===== src/design/prt_pkg.sv =====
// Shared types, widths and codes for the task table scheduler.
`timescale 1ns / 1ps

package prt_pkg;

    localparam int TABLE_SLOTS = 16;
    localparam int SLOT_W      = $clog2(TABLE_SLOTS);
    localparam int HW_W        = $clog2(TABLE_SLOTS + 1);
    localparam int ID_W        = 8;

    typedef logic [2:0] t_cmd;
    typedef logic [2:0] t_status;

    localparam t_cmd CMD_APPEND = 3'd0;
    localparam t_cmd CMD_CREATE = 3'd1;
    localparam t_cmd CMD_EXIT   = 3'd2;
    localparam t_cmd CMD_YIELD  = 3'd3;
    localparam t_cmd CMD_ENQ    = 3'd4;
    localparam t_cmd CMD_QUERY  = 3'd5;

    localparam t_status ST_UNUSED  = 3'd0;
    localparam t_status ST_READY   = 3'd1;
    localparam t_status ST_RUNNING = 3'd2;
    localparam t_status ST_WAITING = 3'd3;
    localparam t_status ST_DEAD    = 3'd4;

    typedef struct packed {
        logic [7:0]  prio;
        logic [31:0] flags;
        logic [7:0]  parent;
        logic [31:0] disp;
    } t_entry;

    typedef struct packed {
        logic              done;
        logic              found;
        logic [SLOT_W-1:0] idx;
    } t_scan_res;

endpackage


===== src/design/prt_ram.sv =====
// Generic single-port-write RAM with a registered read port.
`timescale 1ns / 1ps

module prt_ram #(
    parameter int WIDTH = 8,
    parameter int DEPTH = 16
) (
    input  logic                     i_clk,
    input  logic                     i_we,
    input  logic [$clog2(DEPTH)-1:0] i_waddr,
    input  logic [WIDTH-1:0]         i_wdata,
    input  logic [$clog2(DEPTH)-1:0] i_raddr,
    output logic [WIDTH-1:0]         o_rdata
);

    logic [WIDTH-1:0] r_mem [DEPTH];
    logic [WIDTH-1:0] r_rdata;

    always_ff @(posedge i_clk) begin
        if (i_we) begin
            r_mem[i_waddr] <= i_wdata;
        end
        r_rdata <= r_mem[i_raddr];
    end

    assign o_rdata = r_rdata;

endmodule


===== src/design/prt_scan.sv =====
// Circular slot scan unit that tests one slot status per cycle.
`timescale 1ns / 1ps

module prt_scan import prt_pkg::*; (
    input  logic              i_clk,
    input  logic              i_rst_n,
    input  logic              i_start,
    input  logic [SLOT_W-1:0] i_first,
    input  logic [HW_W-1:0]   i_count,
    input  t_status           i_target,
    input  t_status           i_status [TABLE_SLOTS],
    output t_scan_res         o_res
);

    logic              r_busy;
    logic [SLOT_W-1:0] r_idx;
    logic [HW_W-1:0]   r_left;
    t_status           r_target;
    logic              n_busy;
    logic [SLOT_W-1:0] n_idx;
    logic [HW_W-1:0]   n_left;
    t_status           n_target;
    logic              hit;

    assign hit = (i_status[r_idx] == r_target);

    always_comb begin
        n_busy   = r_busy;
        n_idx    = r_idx;
        n_left   = r_left;
        n_target = r_target;
        o_res    = '0;
        if (i_start) begin
            n_busy   = 1'b1;
            n_idx    = i_first;
            n_left   = i_count;
            n_target = i_target;
        end else if (r_busy) begin
            if (hit || (r_left == HW_W'(1))) begin
                o_res.done  = 1'b1;
                o_res.found = hit;
                o_res.idx   = r_idx;
                n_busy      = 1'b0;
            end else begin
                n_left = r_left - HW_W'(1);
                if (r_idx == SLOT_W'(TABLE_SLOTS - 1)) begin
                    n_idx = '0;
                end else begin
                    n_idx = r_idx + SLOT_W'(1);
                end
            end
        end
    end

    always_ff @(posedge i_clk) begin
        if (!i_rst_n) begin
            r_busy <= 1'b0;
        end else begin
            r_busy <= n_busy;
        end
        r_idx    <= n_idx;
        r_left   <= n_left;
        r_target <= n_target;
    end

endmodule


===== src/design/process_table_round_robin.sv =====
// Top level of the task table with its command sequencer and round-robin yield.
// Items are decoded, then the slot entry is read and, where needed, written, then the result is
// shown; a slot out of range, a full table or an undefined command goes straight to the result.
// Create and a yield with high water above 1 first run the scan unit; a failed create skips the RAM.
// One item at a time: the next item is taken in the cycle after the result is taken.
// Synchronous reset clears all statuses, slot valid bits, current task and high water.
`timescale 1ns / 1ps

module process_table_round_robin import prt_pkg::*; (
    input  logic            i_clk,
    input  logic            i_rst_n,
    input  logic            i_valid,
    output logic            o_stall,
    input  logic [2:0]      i_cmd,
    input  logic [ID_W-1:0] i_task_id,
    input  logic [7:0]      i_prio_in,
    input  logic [31:0]     i_flag_bits_in,
    input  logic [7:0]      i_parent_in,
    output logic            o_valid,
    input  logic            i_stall,
    output logic            o_ok,
    output logic [ID_W-1:0] o_id_out,
    output logic [2:0]      o_status_out,
    output logic [7:0]      o_prio_out,
    output logic [31:0]     o_flag_bits_out,
    output logic [7:0]      o_parent_out,
    output logic [31:0]     o_dispatch_count_out
);

    localparam logic [2:0] S_IDLE = 3'd0;
    localparam logic [2:0] S_DEC  = 3'd1;
    localparam logic [2:0] S_SCAN = 3'd2;
    localparam logic [2:0] S_RD   = 3'd3;
    localparam logic [2:0] S_RDW  = 3'd4;
    localparam logic [2:0] S_OUT  = 3'd5;

    logic [2:0]        r_state, n_state;
    t_cmd              r_cmd, n_cmd;
    logic [ID_W-1:0]   r_tid, n_tid;
    logic [7:0]        r_prio, n_prio;
    logic [31:0]       r_flg, n_flg;
    logic [7:0]        r_par, n_par;
    logic [SLOT_W-1:0] r_slot, n_slot;
    logic              r_bump, n_bump;
    logic [SLOT_W-1:0] r_cur, n_cur;
    logic [HW_W-1:0]   r_hw, n_hw;
    t_status           r_status [TABLE_SLOTS];
    t_status           n_status [TABLE_SLOTS];
    logic [TABLE_SLOTS-1:0] r_valid, n_valid;
    logic              r_ok, n_ok;
    logic [ID_W-1:0]   r_out_id, n_out_id;
    t_status           r_out_status, n_out_status;
    t_entry            r_out_entry, n_out_entry;

    logic              scan_start;
    logic [SLOT_W-1:0] scan_first;
    logic [HW_W-1:0]   scan_count;
    t_status           scan_target;
    t_scan_res         scan_res;

    logic              ram_we;
    logic [$bits(t_entry)-1:0] ram_rdata;
    t_entry            rd_entry, wr_entry;
    logic              tid_ok;
    logic [SLOT_W-1:0] tid_slot;
    logic [SLOT_W-1:0] cur_next;

    assign tid_ok   = ({1'b0, r_tid} < (ID_W + 1)'(TABLE_SLOTS));
    assign tid_slot = r_tid[SLOT_W-1:0];
    assign cur_next = (r_cur == SLOT_W'(TABLE_SLOTS - 1)) ? '0 : r_cur + SLOT_W'(1);
    assign rd_entry = r_valid[r_slot] ? t_entry'(ram_rdata) : '0;

    prt_scan u_scan (
        .i_clk    (i_clk),
        .i_rst_n  (i_rst_n),
        .i_start  (scan_start),
        .i_first  (scan_first),
        .i_count  (scan_count),
        .i_target (scan_target),
        .i_status (r_status),
        .o_res    (scan_res)
    );

    prt_ram #(
        .WIDTH ($bits(t_entry)),
        .DEPTH (TABLE_SLOTS)
    ) u_ram (
        .i_clk   (i_clk),
        .i_we    (ram_we),
        .i_waddr (r_slot),
        .i_wdata (wr_entry),
        .i_raddr (r_slot),
        .o_rdata (ram_rdata)
    );

    always_comb begin
        n_state      = r_state;
        n_cmd        = r_cmd;
        n_tid        = r_tid;
        n_prio       = r_prio;
        n_flg        = r_flg;
        n_par        = r_par;
        n_slot       = r_slot;
        n_bump       = r_bump;
        n_cur        = r_cur;
        n_hw         = r_hw;
        n_status     = r_status;
        n_valid      = r_valid;
        n_ok         = r_ok;
        n_out_id     = r_out_id;
        n_out_status = r_out_status;
        n_out_entry  = r_out_entry;
        scan_start   = 1'b0;
        scan_first   = '0;
        scan_count   = '0;
        scan_target  = ST_UNUSED;
        ram_we       = 1'b0;
        wr_entry     = rd_entry;
        case (r_state)
            S_IDLE: begin
                if (i_valid) begin
                    n_cmd   = i_cmd;
                    n_tid   = i_task_id;
                    n_prio  = i_prio_in;
                    n_flg   = i_flag_bits_in;
                    n_par   = i_parent_in;
                    n_bump  = 1'b0;
                    n_state = S_DEC;
                end
            end
            S_DEC: begin
                n_ok         = 1'b0;
                n_out_id     = '0;
                n_out_status = ST_UNUSED;
                n_out_entry  = '0;
                n_state      = S_OUT;
                case (r_cmd)
                    CMD_APPEND: begin
                        if (r_hw < HW_W'(TABLE_SLOTS)) begin
                            n_slot                       = r_hw[SLOT_W-1:0];
                            n_status[r_hw[SLOT_W-1:0]] = ST_READY;
                            n_hw                         = r_hw + HW_W'(1);
                            n_ok                         = 1'b1;
                            n_state                      = S_RD;
                        end
                    end
                    CMD_CREATE: begin
                        scan_start  = 1'b1;
                        scan_first  = '0;
                        scan_count  = HW_W'(TABLE_SLOTS);
                        scan_target = ST_UNUSED;
                        n_state     = S_SCAN;
                    end
                    CMD_EXIT: begin
                        n_status[r_cur] = ST_DEAD;
                        n_slot          = r_cur;
                        n_ok            = 1'b1;
                        n_state         = S_RD;
                    end
                    CMD_YIELD: begin
                        if (r_hw <= HW_W'(1)) begin
                            n_slot  = r_cur;
                            n_state = S_RD;
                        end else begin
                            scan_start  = 1'b1;
                            scan_first  = cur_next;
                            scan_count  = HW_W'(TABLE_SLOTS - 1);
                            scan_target = ST_READY;
                            n_bump      = 1'b1;
                            n_state     = S_SCAN;
                        end
                    end
                    CMD_ENQ: begin
                        n_out_id = r_tid;
                        if (tid_ok) begin
                            n_slot  = tid_slot;
                            n_state = S_RD;
                            if ((r_status[tid_slot] != ST_UNUSED) &&
                                (r_status[tid_slot] != ST_DEAD)) begin
                                n_status[tid_slot] = ST_READY;
                                n_ok               = 1'b1;
                            end
                        end
                    end
                    CMD_QUERY: begin
                        n_out_id = r_tid;
                        if (tid_ok) begin
                            n_slot  = tid_slot;
                            n_ok    = (r_status[tid_slot] != ST_UNUSED);
                            n_state = S_RD;
                        end
                    end
                    default: begin
                        n_state = S_OUT;
                    end
                endcase
            end
            S_SCAN: begin
                if (scan_res.done) begin
                    if (r_cmd == CMD_CREATE) begin
                        if (scan_res.found) begin
                            n_slot                 = scan_res.idx;
                            n_status[scan_res.idx] = ST_READY;
                            if (HW_W'(scan_res.idx) >= r_hw) begin
                                n_hw = HW_W'(scan_res.idx) + HW_W'(1);
                            end
                            n_ok    = 1'b1;
                            n_state = S_RD;
                        end else begin
                            n_state = S_OUT;
                        end
                    end else begin
                        if (scan_res.found) begin
                            if (r_status[r_cur] != ST_DEAD) begin
                                n_status[r_cur] = ST_READY;
                            end
                            n_status[scan_res.idx] = ST_RUNNING;
                            n_cur                  = scan_res.idx;
                            n_slot                 = scan_res.idx;
                            n_ok                   = 1'b1;
                        end else begin
                            n_slot = r_cur;
                        end
                        n_state = S_RD;
                    end
                end
            end
            S_RD: begin
                n_state = S_RDW;
            end
            S_RDW: begin
                case (r_cmd)
                    CMD_APPEND: begin
                        wr_entry.prio = r_prio;
                        ram_we        = 1'b1;
                    end
                    CMD_CREATE: begin
                        wr_entry.prio   = r_prio;
                        wr_entry.flags  = r_flg;
                        wr_entry.parent = r_par;
                        wr_entry.disp   = '0;
                        ram_we          = 1'b1;
                    end
                    CMD_YIELD: begin
                        if (r_bump) begin
                            wr_entry.disp = rd_entry.disp + 32'd1;
                            ram_we        = 1'b1;
                        end
                    end
                    default: begin
                        ram_we = 1'b0;
                    end
                endcase
                if (ram_we) begin
                    n_valid[r_slot] = 1'b1;
                end
                n_out_id     = ID_W'(r_slot);
                n_out_status = r_status[r_slot];
                n_out_entry  = wr_entry;
                n_state      = S_OUT;
            end
            S_OUT: begin
                if (!i_stall) begin
                    n_state = S_IDLE;
                end
            end
            default: begin
                n_state = S_IDLE;
            end
        endcase
    end

    always_ff @(posedge i_clk) begin
        if (!i_rst_n) begin
            r_state <= S_IDLE;
            r_cur   <= '0;
            r_hw    <= '0;
            r_valid <= '0;
            for (int k = 0; k < TABLE_SLOTS; k++) begin
                r_status[k] <= ST_UNUSED;
            end
        end else begin
            r_state  <= n_state;
            r_cur    <= n_cur;
            r_hw     <= n_hw;
            r_valid  <= n_valid;
            r_status <= n_status;
        end
        r_cmd        <= n_cmd;
        r_tid        <= n_tid;
        r_prio       <= n_prio;
        r_flg        <= n_flg;
        r_par        <= n_par;
        r_slot       <= n_slot;
        r_bump       <= n_bump;
        r_ok         <= n_ok;
        r_out_id     <= n_out_id;
        r_out_status <= n_out_status;
        r_out_entry  <= n_out_entry;
    end

    assign o_stall              = (r_state != S_IDLE);
    assign o_valid              = (r_state == S_OUT);
    assign o_ok                 = r_ok;
    assign o_id_out             = r_out_id;
    assign o_status_out         = r_out_status;
    assign o_prio_out           = r_out_entry.prio;
    assign o_flag_bits_out      = r_out_entry.flags;
    assign o_parent_out         = r_out_entry.parent;
    assign o_dispatch_count_out = r_out_entry.disp;

endmodule


===== config.mk =====
export PLATFORM = sky130hd
export DESIGN_NAME = process_table_round_robin
export DESIGN_NICKNAME = d
export VERILOG_FILES = /design/src/design/prt_pkg.sv /design/src/design/prt_ram.sv /design/src/design/prt_scan.sv /design/src/design/process_table_round_robin.sv
export SDC_FILE = /design/constraint.sdc
export NUM_CORES = 2
export LEC_CHECK = 0
export ABC_AREA = 1
export BUFFER_PORTS_ARGS = -buffer_cell sky130_fd_sc_hd__buf_2
export CORE_UTILIZATION = 40
export CTS_CLUSTER_DIAMETER = 80
export DETAILED_ROUTE_END_ITERATION = 7
export PLACE_DENSITY_LB_ADDON = 0.2
export SLEW_MARGIN = 20
export SYNTH_ARGS = -nofsm -noshare
export SYNTH_HDL_FRONTEND = slang
export SYNTH_SLANG_ARGS = --single-unit

===== constraint.sdc =====
create_clock -name i_clk -period 10.6 [get_ports i_clk]
set_clock_uncertainty 0.15 [all_clocks]
set_input_delay 0.53 -clock i_clk [delete_from_list [all_inputs] [get_ports i_clk]]
set_output_delay 0.53 -clock i_clk [all_outputs]
set_load 0.03 [all_outputs]

# [Word level (Yosys, flattened, before mapping)]
# Memories as Yosys holds them, arrays and structs flattened. A register that Yosys moved wholly into a read port is not among the register bits.
# Cells that the tools add are included.
[word_totals] word_cells=266 output_inout_bits=94 reg_bits=245 mem_bits_rw=1280 mem_count=1 input_bits=63
[mem_list] name="u_ram.r_mem" words=16 width=80 read_ports=1 rd_clocked_by_memory_dff=1 wr=1 line="prt_ram.sv:16" rtl="logic [WIDTH-1:0] r_mem [DEPTH];"
[op_classes] mux=116 eq_ne=35 bitwise_logic=26 n_addsub=6 n_reduce_logical=28 n_lt_le_gt_ge=16
[ops] cell="48-bit two-way mux" n=12
[ops] cell="32-bit AND" n=6
[ops] cell="32-bit inverter" n=6
[ops] cell="80-bit two-way mux" n=2
[ops] cell="80-bit one-hot mux with 2 select lines" n=1
[ops] cell="48-bit one-hot mux with 3 select lines" n=1
[ops] cell="16-bit OR" n=7
[ops] cell="48-bit one-hot mux with 2 select lines" n=1
[ops] cell="4-bit two-way mux" n=16
[ops] cell="32-bit one-hot mux with 2 select lines" n=1
[ops] cell="3-bit two-way mux" n=19
[ops] cell="5-bit two-way mux" n=10
[ops] cell="3-bit binary-select mux with 4-bit select" n=4
[ops] cell="3-bit demux with 4-bit select" n=4
[ops] cell="40-bit two-way mux" n=1
[ops] cell="32-bit by 1-bit adder with 32-bit output, second input constant" n=1
[ops] cell="32-bit two-way mux" n=1
[ops] cell="5-bit greater-or-equal comparator, second input constant" n=6
[ops] cell="4-bit inverter with 5-bit output" n=6
[ops] cell="3-bit inequality test, second input constant" n=8
[ops] cell="1-bit two-way mux" n=23
[ops] cell="2-bit inequality test, second input constant" n=11
[ops] cell="7-bit AND reduction" n=3
[ops] cell="5-bit by 1-bit less-than comparator with 1-bit output, second input constant" n=4
[ops] cell="41 further kinds" n=73

# [Logic depth before layout (Yosys ltp)]
[logic_depth] ltp_word=20 ltp_mapped=23 mapped_depth_nobuf=22

# [By module]
# Synthesis repeated with hierarchy kept, for this count alone.
[hier_totals] cells_unflattened=7524 area_unflattened_um2=72283.1
[by_module_without_submodules] mod="prt_ram" area_each_um2=56192.6 cells_per_inst=5255 seq_area_each_um2=40038.4 n_inst=1
[by_module_without_submodules] mod="process_table_round_robin" area_each_um2=14779.2 cells_per_inst=2064 seq_area_each_um2=6206.0 n_inst=1
[by_module_without_submodules] mod="prt_scan" area_each_um2=1311.3 cells_per_inst=205 seq_area_each_um2=380.4 n_inst=1

# [Worst setup path after synthesis]
# No wires, ideal clock.
[synth_timing] path_kind="register to register" start="register r_slot[0]" end="memory u_ram.r_mem[10][0] (netlist bit), enable pin" arrival_time_ps=4967 setup_ps=520 required_ps=9930 stages_incl_launch_ff=8 period_less_slack_ps=5637 setup_slack_ps=4963 path_buffers=2 cell_sequence="edfxtp_1 > nor2_2 > clkbuf_1 > clkbuf_1 > inv_1 > nor2_1 > inv_1 > nor2_1"
[synth_rtl] item="start: declaration" line="process_table_round_robin.sv:43" rtl="logic [SLOT_W-1:0] r_slot, n_slot;"
[synth_rtl] item="start signal: assignment" line="process_table_round_robin.sv:294" rtl="r_slot <= n_slot;"
[synth_rtl] item="end: declaration" line="prt_ram.sv:16"
# No word-level cell before the write port.

# [Worst setup path after layout]
[layout_timing] start="register r_slot[0]" end="memory u_ram.r_mem[12][18] (netlist bit) (data pin)"
[layout_between] elab_chain_cells=7
[layout_lines] item="1-bit binary-select mux with 4-bit select (*)" line="process_table_round_robin.sv:71" rtl="assign rd_entry = r_valid[r_slot] ? t_entry'(ram_rdata) : '0;"
[layout_lines] item="1-bit two-way mux (not written as such) (*)" line="process_table_round_robin.sv:71"
[layout_lines] item="80-bit two-way mux (*)" line="process_table_round_robin.sv:71"
[layout_lines] item="32-bit by 1-bit adder with 32-bit output" line="process_table_round_robin.sv:246" rtl="wr_entry.disp = rd_entry.disp + 32'd1;"
[layout_lines] item="32-bit two-way mux" line="process_table_round_robin.sv:245" rtl="if (r_bump) begin"
[layout_lines] item="32-bit one-hot mux with 2 select lines" line="process_table_round_robin.sv:232" rtl="case (r_cmd)"
[layout_lines] item="80-bit two-way mux (*)" line="process_table_round_robin.sv:119" rtl="case (r_state)"
[layout_lines] item="net u_ram.i_wdata[18]" line="prt_ram.sv:11" rtl="input logic [WIDTH-1:0] i_wdata,"
# The timed path passes the listed nets; every way through them passes the cells marked *. The select of a mux whose other input is x is not followed.

==> impl_metrics.xml <==
<?xml version="1.0" encoding="UTF-8"?>
<metrics>
  <group name="sta">
    <metric name="slew_headroom" unit="">0.144</metric>
    <metric name="hold_viol" unit="">0</metric>
    <metric name="max_freq" unit="GHz">0.172</metric>
    <metric name="setup_viol" unit="">0</metric>
    <metric name="timing_worst_slew_pin_value" unit="ns">1.28</metric>
    <metric name="grt_setup_unrepaired" unit="">false</metric>
    <metric name="hold_slack" unit="ns">0.243</metric>
    <metric name="final_min_period_over_clock_period" unit="">0.550</metric>
    <metric name="maxSlewViolCount" unit="">0</metric>
    <metric name="finalWorstPathRequiredPeriod" unit="ns">5.83</metric>
    <metric name="timing.setup.tns" unit="ns">0</metric>
  </group>
  <group name="cts">
    <metric name="clockBufferDepth" unit="">3</metric>
    <metric name="cts.root.buffer_cell" unit="">sky130_fd_sc_hd__clkbuf_16</metric>
    <metric name="numCtsBuffers" unit="">168</metric>
    <metric name="tritoncts" unit="">yes</metric>
    <metric name="clk_pin_slew_worst_paths" unit="ns">0.06</metric>
    <metric name="cts.sink_count" unit="">1603</metric>
    <metric name="worst_skew_pair.late_latency" unit="ns">0.81</metric>
    <metric name="htree_levels" unit="">4</metric>
    <metric name="post_cts_buffers" unit="">0</metric>
  </group>
  <group name="finish">
    <metric name="final_common_cell" unit="">sky130_fd_sc_hd__edfxtp_1</metric>
    <metric name="layout_common_cells" unit="">sky130_fd_sc_hd__edfxtp_1 (1,446), sky130_fd_sc_hd__a22oi_1 (666), sky130_fd_sc_hd__a21oi_1 (476)</metric>
    <metric name="fin_nets" unit="">4867</metric>
    <metric name="postLayoutCoreUtil" unit="">0.462</metric>
    <metric name="drive_above_1_share" unit="">0.116</metric>
    <metric name="area_growth_syn_to_layout" unit="%">14.8</metric>
    <metric name="layout.cells.non_filler" unit="">6997</metric>
    <metric name="finalInstanceArea" unit="mm2">0.0721</metric>
  </group>
  <group name="critical_path">
    <metric name="path_class" unit="">flop to flop</metric>
    <metric name="critical_path_required" unit="ns">10.88</metric>
    <metric name="reg2reg_setup_slack" unit="ns">4.77</metric>
    <metric name="path_max_fanout" unit="">66</metric>
    <metric name="worst_r2r_startpoint" unit="">r_slot[0]</metric>
    <metric name="reg2reg_depth" unit="">22</metric>
    <metric name="critical_path.endpoint_type" unit="">flop</metric>
    <metric name="timing.critical_path.from_type" unit="">flop</metric>
    <metric name="rr_endpoint" unit="">u_ram.r_mem[12][18]</metric>
    <metric name="worst_endpoint_data_arrival_time" unit="ns">6.11</metric>
  </group>
  <group name="routing">
    <metric name="drt_iter0_markers" unit="">4712</metric>
    <metric name="routed-via-count" unit="">40641</metric>
    <metric name="routed_len_inst" unit="um">26.4</metric>
    <metric name="drt-pass1-iter-count" unit="">6</metric>
    <metric name="vias_per_cell" unit="">5.81</metric>
    <metric name="drc_violation_count_after_routing" unit="">0</metric>
    <metric name="detail-route-antenna-nets" unit="">0</metric>
    <metric name="routed_wl" unit="um">185000</metric>
  </group>
  <group name="yosys">
    <metric name="synth-async-reset-ratio" unit="">0</metric>
    <metric name="netlist-cell-type-count" unit="">53</metric>
    <metric name="synthesis.area" unit="mm2">0.0628</metric>
    <metric name="ff_latch_count_synth" unit="">1603</metric>
    <metric name="syn_inst" unit="">4604</metric>
    <metric name="synth_top_cells_by_area" unit="">sky130_fd_sc_hd__edfxtp_1 (69%), sky130_fd_sc_hd__a22oi_1 (8.0%), sky130_fd_sc_hd__dfxtp_1 (5.0%)</metric>
    <metric name="commonest_register_cell_after_synthesis" unit="">sky130_fd_sc_hd__edfxtp_1</metric>
    <metric name="post-synth-top-area-cell" unit="">sky130_fd_sc_hd__edfxtp_1</metric>
    <metric name="yosys_synthesis_warning_count" unit="">0</metric>
    <metric name="synth-edff-count" unit="">1446</metric>
    <metric name="yosysSeqAreaShare" unit="">0.742</metric>
    <metric name="post-synth-top-area-fraction" unit="">0.692</metric>
    <metric name="synth.net_count" unit="">4680</metric>
    <metric name="avgSynthCellArea" unit="um2">13.6</metric>
  </group>
  <group name="grt">
    <metric name="first_global_vias" unit="">39173</metric>
    <metric name="groute.usage.overall" unit="">0.230</metric>
    <metric name="grt_max_degree" unit="">185</metric>
    <metric name="grt_antenna_before_repair" unit="">7</metric>
    <metric name="grt_pass1_wl" unit="um">269000</metric>
    <metric name="grt_remaining_overflow" unit="">0</metric>
  </group>
  <group name="place">
    <metric name="detailed_place.area" unit="mm2">0.0659</metric>
    <metric name="place.detailed.hpwl" unit="um">96000</metric>
    <metric name="io_buffers" unit="">156</metric>
    <metric name="dp_cells" unit="">6617</metric>
    <metric name="place_congestion" unit="">0.937</metric>
  </group>
  <group name="power">
    <metric name="power.density_cell_area" unit="mW/mm2">262</metric>
    <metric name="max-vdd-ir-drop" unit="V">0.000302</metric>
    <metric name="total_leakage_power" unit="nW">22.2</metric>
  </group>
  <group name="floorplanning">
    <metric name="floorplan.initialDensity" unit="">0.402</metric>
    <metric name="floorplan.die.height" unit="um">398</metric>
    <metric name="die_area" unit="mm2">0.159</metric>
    <metric name="core-area" unit="mm2">0.156</metric>
    <metric name="ios" unit="">157</metric>
    <metric name="die_w" unit="um">398</metric>
    <metric name="fp-row-count" unit="">145</metric>
  </group>
  <group name="hold_path">
    <metric name="worst_hold_startpoint" unit="">i_rst_n</metric>
    <metric name="timing.hold.worst_endpoint" unit="">r_valid[13]</metric>
    <metric name="worstHoldPathType" unit="">input pin to flop</metric>
    <metric name="hold_depth" unit="">3</metric>
  </group>
  <group name="status">
    <metric name="run_status" unit="">finished, final reports clean</metric>
  </group>
  <group name="run">
    <metric name="max_cap_viol_count" unit="">0</metric>
  </group>
</metrics>
==> per-layer routing <==
layer	wire length [um]	GRT usage	vias up
met4	4720	0.0681	2
met2	86700	0.364	1553
met3	12600	0.0372	292
met1	80700	0.324	20630
li1	-	-	18164
met5	12	0	-
==> repair_timing <==
action	in CTS	in global routing
hold buffers	61	0
gates resized for setup	0	0
endpoints found under the hold margin	65	0
==> kinds of logic (layout without fill, tap and decap cells) <==
logic type / count (synthesis) / in the layout / share of synthesized area
flops: 1603 / 1603 / 0.742
compound gates: 1524 / 1524 / 0.154
simple gates: 972 / 972 / 0.0704
buf+inv: 481 / 814 / 0.0298
fa+ha+maj: 13 / 13 / 0.00259
xor+xnor: 11 / 11 / 0.00153
other cells: 0 / 2 / 0
==> how the worst max path moves through the flow <==
stage	from	end	slack (ns)	depth (start not counted)
after floorplan	r_slot[0]	u_ram.r_mem[10][0]	4.96	7
after global placement	r_slot[0]	u_ram.r_mem[8][18]	4.97	22
after detailed placement	r_slot[0]	u_ram.r_mem[11][18]	4.91	22
after CTS	r_slot[0]	u_ram.r_mem[12][18]	4.89	22
after global routing	r_slot[0]	u_ram.r_mem[13][18]	4.45	22
final	r_slot[0]	u_ram.r_mem[12][18]	4.77	22
==> flip-flops by register name (all words and copies together), names as in the netlist, 16 cells and up <==
| register | cells |
|---|---|
| o_dispatch_count_out | 32 |
| o_flag_bits_out | 32 |
| r_flg | 32 |
| r_status | 48 |
| r_valid | 16 |
| u_ram.o_rdata | 80 |
| u_ram.r_mem | 1280 |
==> metrics by stage <==
step / power [W] / setup slack, ns
2_1_floorplan: 0.0112 / 4.96
3_3_place_gp: 0.0131 / 4.97
3_5_place_dp: 0.0131 / 4.91
4_1_cts: 0.0190 / 4.89
5_1_grt: 0.0197 / 4.45
6_report: 0.0189 / 4.77
==> layout make-up <==
cell class	instances	area [um2]
fill	13809	83900
multi-input combinational	2520	14600
clock buffer	243	4850
antenna	2	5.00
inverter	205	800
timing repair buffer	293	2040
clock inverter	73	682
sequential	1603	46600
tap	2058	2570
==> critical path: stages, from the launching register on <==
cell,delay [ns]
sky130_fd_sc_hd__edfxtp_1,0.49
sky130_fd_sc_hd__inv_2,0.08
sky130_fd_sc_hd__nor2_4,0.34
sky130_fd_sc_hd__buf_4,0.48
sky130_fd_sc_hd__buf_4,0.79
sky130_fd_sc_hd__nand2_1,0.11
sky130_fd_sc_hd__nand4_1,0.11
sky130_fd_sc_hd__nand2_1,0.05
sky130_fd_sc_hd__nand2_1,0.12
sky130_fd_sc_hd__nor2_2,0.05
sky130_fd_sc_hd__buf_4,0.24
sky130_fd_sc_hd__nor2_1,0.26
sky130_fd_sc_hd__ha_1,0.22
sky130_fd_sc_hd__nand2_1,0.07
sky130_fd_sc_hd__inv_1,0.06
sky130_fd_sc_hd__nand4_1,0.12
sky130_fd_sc_hd__nor2_2,0.30
sky130_fd_sc_hd__nand3_1,0.13
sky130_fd_sc_hd__nor2_2,0.20
sky130_fd_sc_hd__nand2_1,0.07
sky130_fd_sc_hd__nand2_1,0.06
sky130_fd_sc_hd__nand2_1,0.06
sky130_fd_sc_hd__o21ai_1,0.84
==> synthesized netlist by cell type (17+ instances only) <==
cell type,n
sky130_fd_sc_hd__a22oi_1,666
sky130_fd_sc_hd__inv_1,183
sky130_fd_sc_hd__inv_2,20
sky130_fd_sc_hd__nand2_1,440
sky130_fd_sc_hd__o22ai_1,18
sky130_fd_sc_hd__nor2_2,19
sky130_fd_sc_hd__a21oi_1,476
sky130_fd_sc_hd__nand4_1,37
sky130_fd_sc_hd__nand3_1,147
sky130_fd_sc_hd__or4_1,80
sky130_fd_sc_hd__edfxtp_1,1446
sky130_fd_sc_hd__o21ai_1,25
sky130_fd_sc_hd__buf_2,17
sky130_fd_sc_hd__dfxtp_1,157
sky130_fd_sc_hd__o21a_1,17
sky130_fd_sc_hd__o21bai_1,48
sky130_fd_sc_hd__o21ai_0,215
sky130_fd_sc_hd__clkbuf_1,239
sky130_fd_sc_hd__nor2_1,211
==> report_power, final <==
group	switching, W	internal (W)
sequential	0.000317	0.00736
combinational	0.00372	0.00162
clock	0.00244	0.00343
total	0.00648	0.0124
Power figures use the tool's default switching activity.
